$ cat src/design/kvtl_pkg.sv
`default_nettype none
package kvtl_pkg;
  localparam int CntW = 6;

  typedef struct packed {
    logic [63:0] key0;
    logic [63:0] key1;
    logic [23:0] key2;
    logic [63:0] val0;
    logic [63:0] val1;
    logic [23:0] val2;
  } entry_t;

  typedef enum logic [1:0] {
    CMD_ADD    = 2'd0,
    CMD_FIND   = 2'd1,
    CMD_STATUS = 2'd2,
    CMD_DELETE = 2'd3
  } cmd_e;

  typedef enum logic [2:0] {
    RC_ADDED    = 3'd0,
    RC_FOUND    = 3'd1,
    RC_NOTFOUND = 3'd2,
    RC_DELETED  = 3'd3,
    RC_ENTRY    = 3'd4,
    RC_TOTAL    = 3'd5,
    RC_FULL     = 3'd6
  } code_e;

  typedef enum logic [1:0] {
    ST_IDLE  = 2'd0,
    ST_WALK  = 2'd1,
    ST_WALK2 = 2'd2,
    ST_FIN   = 2'd3
  } state_e;
endpackage
`default_nettype wire

$ cat src/design/kvtl_cell.sv
`default_nettype none
// One table slot; loads from its neighbor on shift, from the host on write.
module kvtl_cell (
  input  wire                 clk_i,
  input  wire                 shift_i,
  input  wire                 wr_i,
  input  kvtl_pkg::entry_t    nbr_i,
  input  kvtl_pkg::entry_t    wdata_i,
  output kvtl_pkg::entry_t    data_o
);
  kvtl_pkg::entry_t data_q, data_d;

  always_comb begin
    data_d = data_q;
    if (shift_i) begin
      data_d = nbr_i;
    end else if (wr_i) begin
      data_d = wdata_i;
    end
  end

  always_ff @(posedge clk_i) begin
    data_q <= data_d;
  end

  assign data_o = data_q;
endmodule
`default_nettype wire

$ cat config.mk
export PLATFORM = sky130hd
export DESIGN_NAME = kvtl_cell
export DESIGN_NICKNAME = d
export VERILOG_FILES = /design/src/design/kvtl_pkg.sv /design/src/design/kvtl_cell.sv
export SDC_FILE = /design/constraint.sdc
export NUM_CORES = 1
export LEC_CHECK = 0
export BUFFER_PORTS_ARGS = -buffer_cell sky130_fd_sc_hd__buf_4
export CAP_MARGIN = 20
export CORE_AREA = 2 2 358 360
export DETAILED_ROUTE_END_ITERATION = 6
export DIE_AREA = 0 0 360 362
export MAX_ROUTING_LAYER = met4
export SLEW_MARGIN = 40
export SYNTH_ARGS = -nofsm -noshare
export SYNTH_HDL_FRONTEND = slang
export SYNTH_SLANG_ARGS = --single-unit
export TNS_END_PERCENT = 10
$ cat constraint.sdc
create_clock -name clk_i -period 8.1 [get_ports clk_i]
set_input_delay 1.62 -clock clk_i [delete_from_list [all_inputs] [get_ports clk_i]]
set_output_delay 1.62 -clock clk_i [all_outputs]
set_load 0.01 [all_outputs]
# == Word-level counts from Yosys, hierarchy flattened ==
# Index checks and enable logic that the tools add are counted.
# totals
reg_bits,304
input_bits,611
out_inout_bits,304
word_cells,9
# classes
n_mux,2
reduce_logical,1
# ops
cell,n
304-bit 2-to-1 mux,2
2-bit nonzero test,1

# == Logic depth before layout (Yosys ltp) ==
# Gate-level depths: netlist (run 1).
# depth
word_depth,2
ltp_mapped,4

# == Worst setup path after synthesis (run 1) ==
# No wires, ideal clock.
# synth_timing
path_type,in2reg
start,input shift_i
end,register data_q (netlist bit data_o[0]) (enable)
setup_time_ns,0.540
t_arrival_ns,5.702
required_time_ns,7.560
setup_slack_ns,1.858
cell_stages,4
n_path_buf,3
path_cell_list,buf_6 > buf_6 > buf_6 > or2_2
# synth_via
elab_chain_cells,1
# synth_lines
element,line_no,rtl
from (decl),kvtl_cell.sv:5,"input wire shift_i,"
2-bit nonzero test (no line),--,
to (signal assigned),kvtl_cell.sv:23,data_q <= data_d;
to (decl),kvtl_cell.sv:11,"kvtl_pkg::entry_t data_q, data_d;"
# Every way passes these cells.
# A chain may end at the register's enable or synchronous reset.

==> results of run 1 <==
==> per-stage QoR <==
stage / instance area [um^2] / setup slack [ps] / power, W / instances / util, %
after detailed placement: 22600 / 3970 / 0.00298 / 3194 / 17.8
after global routing: 23900 / 4500 / 0.00484 / 3282 / 18.9
after floorplan: 13800 / 1860 / 0.00237 / 643 / -
final: 23900 / 4550 / 0.00464 / 3285 / 18.9
after global placement: 22500 / 4060 / 0.00297 / 3192 / 17.8
after CTS: 23800 / 4610 / 0.00475 / 3261 / 18.8
==> cells in the mapped netlist <==
cell	number
edfxtp_1	304
mux2_2	55
buf_2	5
mux2_4	249
or2_2	1
buf_6	29
==> power groups by stage <==
stage	logic, W	registers [W]	clock network (W)
finish	0.000930	0.00201	0.00171
global route	0.000984	0.00202	0.00184
CTS	0.000945	0.00201	0.00179
detailed placement	0.000944	0.00204	0
global placement	0.000933	0.00203	0
floorplan	0.000250	0.00212	0
==> cell type report <==
class,instances,area (um^2)
tap,1662,2080
timing repair buffer,924,7050
multi-input combinational,305,4370
clock inverter,19,161
fill,13700,103000
antenna,23,57.6
clock buffer,48,1050
sequential,304,9130
==> final timing paths <==
| kind | from | end | cells past startpoint |
|---|---|---|---|
| max | shift_i | data_o[15] | 5 |
| min | nbr_i[177] | data_o[177] | 2 |
==> worst max-delay path: cells and delay by family <==
| family | cells | cell delay [ps] |
|---|---|---|
| buffers and inverters | 4 | 1620 |
| multiplexers | 1 | 400 |
==> routing by layer <==
layer	GRT usage (%)	vias up	share of wire, %
met3	5.82	164	9.9
met5	-	-	0
li1	-	4438	-
met1	17.0	4981	43
met2	20.8	672	44
met4	2.55	0	2.5
==> logic make-up after synthesis <==
family,share of synthesized area [%]
flip-flops,65.9
buffers and inverters,2.54
AND/OR/NAND/NOR,0.0452
multiplexers,31.5
==> layout by cell type, fill, tap and decap left out <==
| cell type | count |
|---|---|
| clkinv_4 | 1 |
| mux2_4 | 249 |
| diode_2 | 23 |
| clkinv_2 | 5 |
| buf_4 | 916 |
| mux2_2 | 55 |
| buf_8 | 1 |
| buf_6 | 1 |
| clkinvlp_4 | 5 |
| clkbuf_16 | 41 |
| buf_12 | 3 |
| buf_16 | 3 |
| clkbuf_1 | 7 |
| edfxtp_1 | 304 |
| or2_4 | 1 |
| clkinv_1 | 5 |
| inv_8 | 1 |
| bufinv_16 | 2 |
==> flow_summary_export.csv, run 1 <==
group,metric,value,unit
status,status,"complete, no violations",
grt,grt_pass1_vias,10300,
cts,h-tree-depth,2,
route,drt_iter0_markers,589,
sta,hold_ws,1330,ps
cts,clockBufferDepth,3,
pwr,power_density,194,mW/mm^2
setup_path,required,8420,ps
cells_and_area,layout.nets,2186,
worst_hold_path,hp-class,"in2reg",
sta,slew_headroom,44.7,%
sta,hold_viol_final,0,
setup_path,cp.arrival,3870,ps
sta,rsz0062_at_grt,"no",
synth,syn_area,0.0138,mm^2
cts,hold_buffers,0,
die,ios,915,
synth,synth_cell_types,6,
synth,synth_cells,643,
place,hpwlAfterDp,79800,um
die,rows,131,
cts,cts_buffers,40,
sta,finalMaxSlewViolations,0,
place,io_buffers,914,
sta,fmax,0.282,GHz
cells_and_area,syn_to_final_growth,72.6,%
grt,grt_pass1_wl,111000,um
pwr,p_comb_share,20.0,%
pwr,ir_worst_vdd,121,uV
pwr,swShare,25.1,%
setup_path,worst_setup_path_start_kind,"input port",
cells_and_area,drive_above_1_share,80.3,%
cells_and_area,largest_reg_flops,304,
sta,post-route-period-util,43.8,%
pwr,internal-power,0.00348,W
die,fp.dieW,360,um
route,viasPerCell,3.12,
cts,cts_tree,"done",
grt,grt_max_degree,103,
die,die_h,362,um
route,drtPass1Iterations,5,
cts,cts.sinks,304,
grt,grt_overflow,0,
route,wirelength,90600,um
setup_path,critical-path-max-stage-delay,680,ps
setup_path,path_cells,"buf_8 -> buf_4 -> buf_12 -> buf_16 -> mux2_2",
route,dr_total_vias,10300,
cts,postCtsSetupRepairBufs,0,
pwr,power.switching,0.00117,W
sta,fin_setup_tns,0,ps
pwr,clock_power_share,36.8,%
synth,postSynthAreaPerCell,21.5,um^2
route,wire_per_inst,27.6,um
cts,clk_pin_slew,70,ps
synth,synth_area_leaders,"edfxtp_1 66%, mux2_4 27%, mux2_2 4.5%",
cts,cts-root-buf,"clkbuf_16",
synth,synth_top_area_share,65.9,%
grt,grt_usage,13.7,%
place,gp_congestion,0.967,
route,antenna_left,0,
cts,cts-resized-gates,0,
setup_path,cp-end-kind,"flop",
setup_path,cp_max_fo,76,
sta,setup_violations,0,
synth,synth_top_area_cell,"edfxtp_1",
synth,synth_seq_cells,304,
pwr,power.leakage,10.4,nW
setup_path,crit_slowest_cell,"buf_4",
setup_path,crit_type,"in2reg",
sta,fin_crit,3550,ps
synth,synth_seq_area_share,65.9,%
synth,yosys_warnings,0,
die,start_util,10.9,%
die,core-area,0.127,mm^2
synth,syn_nets,1254,
die,die_area,0.130,mm^2
route,drcViolationCount,0,
pwr,seq_power_share,43.2,%
job,cap_violations,0,
grt,antenna_found_initial,81,
sta,worst_pin_slew,829,ps
Power figures use the tool's default switching activity.
==> run 2: changes to the inputs <==
--- a/config.mk
+++ b/config.mk
@@ -7,9 +7,9 @@
 export LEC_CHECK = 0
 export BUFFER_PORTS_ARGS = -buffer_cell sky130_fd_sc_hd__buf_4
 export CAP_MARGIN = 20
-export CORE_AREA = 2 2 358 360
+export CORE_AREA = 2 2 359 361
 export DETAILED_ROUTE_END_ITERATION = 6
-export DIE_AREA = 0 0 360 362
+export DIE_AREA = 0 0 361 363
 export MAX_ROUTING_LAYER = met4
 export SLEW_MARGIN = 40
 export SYNTH_ARGS = -nofsm -noshare
==> constraint.sdc (replaced) <==
create_clock -name clk_i -period 3.02 [get_ports clk_i]
set_input_delay 0.604 -clock clk_i [delete_from_list [all_inputs] [get_ports clk_i]]
set_output_delay 0.604 -clock clk_i [all_outputs]
set_load 0.01 [all_outputs]
==> flow_summary_export.csv, run 2 (synthesis gave the netlist of run 1 again) <==
group,metric,value,unit
status,status,"complete, no violations",
sta,post-route-period-util,63.6,%
sta,fin_setup_tns,0,ps
pwr,internal-power,0.00941,W
pwr,power.switching,0.00317,W
pwr,seq_power_share,42.8,%
sta,hold_viol_final,0,
setup_path,crit_type,"reg2out",
job,cap_violations,0,
sta,worst_pin_slew,517,ps
cts,clockBufferDepth,3,
die,die_area,0.131,mm^2
pwr,power_density,522,mW/mm^2
setup_path,critical-path-max-stage-delay,520,ps
setup_path,cp.arrival,1320,ps
pwr,p_comb_share,20.2,%
worst_hold_path,hp-class,"in2reg",
route,antenna_left,0,
sta,hold_ws,306,ps
die,rows,131,
cts,postCtsSetupRepairBufs,0,
setup_path,path_cells,"buf_4",
die,core-area,0.127,mm^2
place,io_buffers,914,
route,dr_total_vias,10300,
setup_path,cp_top_family,"flip-flops",
setup_path,worst_setup_path_start_kind,"flop",
die,start_util,10.9,%
cts,cts_buffers,38,
route,wire_per_inst,25.4,um
place,gp_congestion,0.983,
route,drtPass1Iterations,5,
cells_and_area,layout.nets,2211,
sta,rsz0062_at_grt,"no",
pwr,ir_worst_vdd,327,uV
setup_path,worst-path-buf-inv,1,
grt,grt_pass1_vias,10500,
grt,grt_max_degree,61,
grt,antenna_found_initial,60,
cells_and_area,final_cell_mix,"941 x buf_4, 304 x edfxtp_1, 249 x mux2_4",
cells_and_area,drive_above_1_share,80.5,%
die,fp.dieW,361,um
die,ios,915,
grt,grt_overflow,0,
cts,clk_pin_slew,60,ps
place,hpwlAfterDp,73600,um
grt,grt_usage,12.5,%
cts,cts-root-buf,"clkbuf_16",
sta,fmax,0.521,GHz
route,drt_iter0_markers,805,
sta,setup_violations,0,
cells_and_area,syn_to_final_growth,74.1,%
cells_and_area,layout_commonest_cell,"buf_4",
grt,grt_pass1_wl,104000,um
pwr,power.leakage,10.6,nW
setup_path,cp-end-kind,"output pin",
pwr,swShare,25.2,%
pwr,clock_power_share,37.0,%
route,viasPerCell,3.10,
sta,fin_crit,1920,ps
sta,finalMaxSlewViolations,0,
cts,hold_buffers,0,
cells_and_area,largest_reg_flops,304,
sta,slew_headroom,65.5,%
route,wirelength,84000,um
setup_path,required,2420,ps
setup_path,crit_slowest_cell,"edfxtp_1",
route,drcViolationCount,0,
setup_path,cp_max_fo,1,
cts,cts-resized-gates,0,
die,die_h,363,um
cts,h-tree-depth,2,
cts,cts_tree,"done",
cts,cts.sinks,304,
## run 2: final timing paths
kind        start           to  slack (ps)  depth (start not counted)
max   data_o[101]  data_o[101]        1100                          1
min    nbr_i[151]  data_o[151]         310                          2
## run 2: final cells by class
| class | count | area [um^2] |
|---|---|---|
| clock inverters | 23 | 224 |
| diodes | 20 | 50.0 |
| fillers | 13800 | 103000 |
| flip-flops and latches | 304 | 9130 |
| well taps | 1662 | 2080 |
| multi-input cells | 305 | 4370 |
| repair buffers | 951 | 7260 |
| clock buffers | 45 | 998 |
## run 2: power by group through the flow
stage          clock (W)  sequential [W]  combinational (W)
2_1_floorplan          0         0.00567           0.000673
3_3_place_gp           0         0.00547            0.00256
3_5_place_dp           0         0.00547            0.00258
4_1_cts          0.00483         0.00540            0.00258
5_1_grt          0.00493         0.00543            0.00268
6_report         0.00465         0.00539            0.00255
## run 2: per-layer routing
| layer | track usage, % | up-vias | wire [um] |
|---|---|---|---|
| met2 | 18.7 | 661 | 37200 |
| met4 | 2.35 | 0 | 1630 |
| met3 | 5.64 | 115 | 8800 |
| met5 | - | - | 0 |
| li1 | - | 4495 | - |
| met1 | 15.5 | 5003 | 36400 |
## run 2: through the flow
stage,setup WS [ps],util [%],cell area [um^2],power [W],cells
2_1_floorplan,-646,-,13900,0.00634,643
3_3_place_gp,866,18.0,22800,0.00803,3222
3_5_place_dp,847,18.0,22800,0.00805,3222
4_1_cts,1070,18.9,24100,0.0128,3290
5_1_grt,1070,19.0,24100,0.0131,3308
6_report,1100,19.0,24100,0.0126,3310
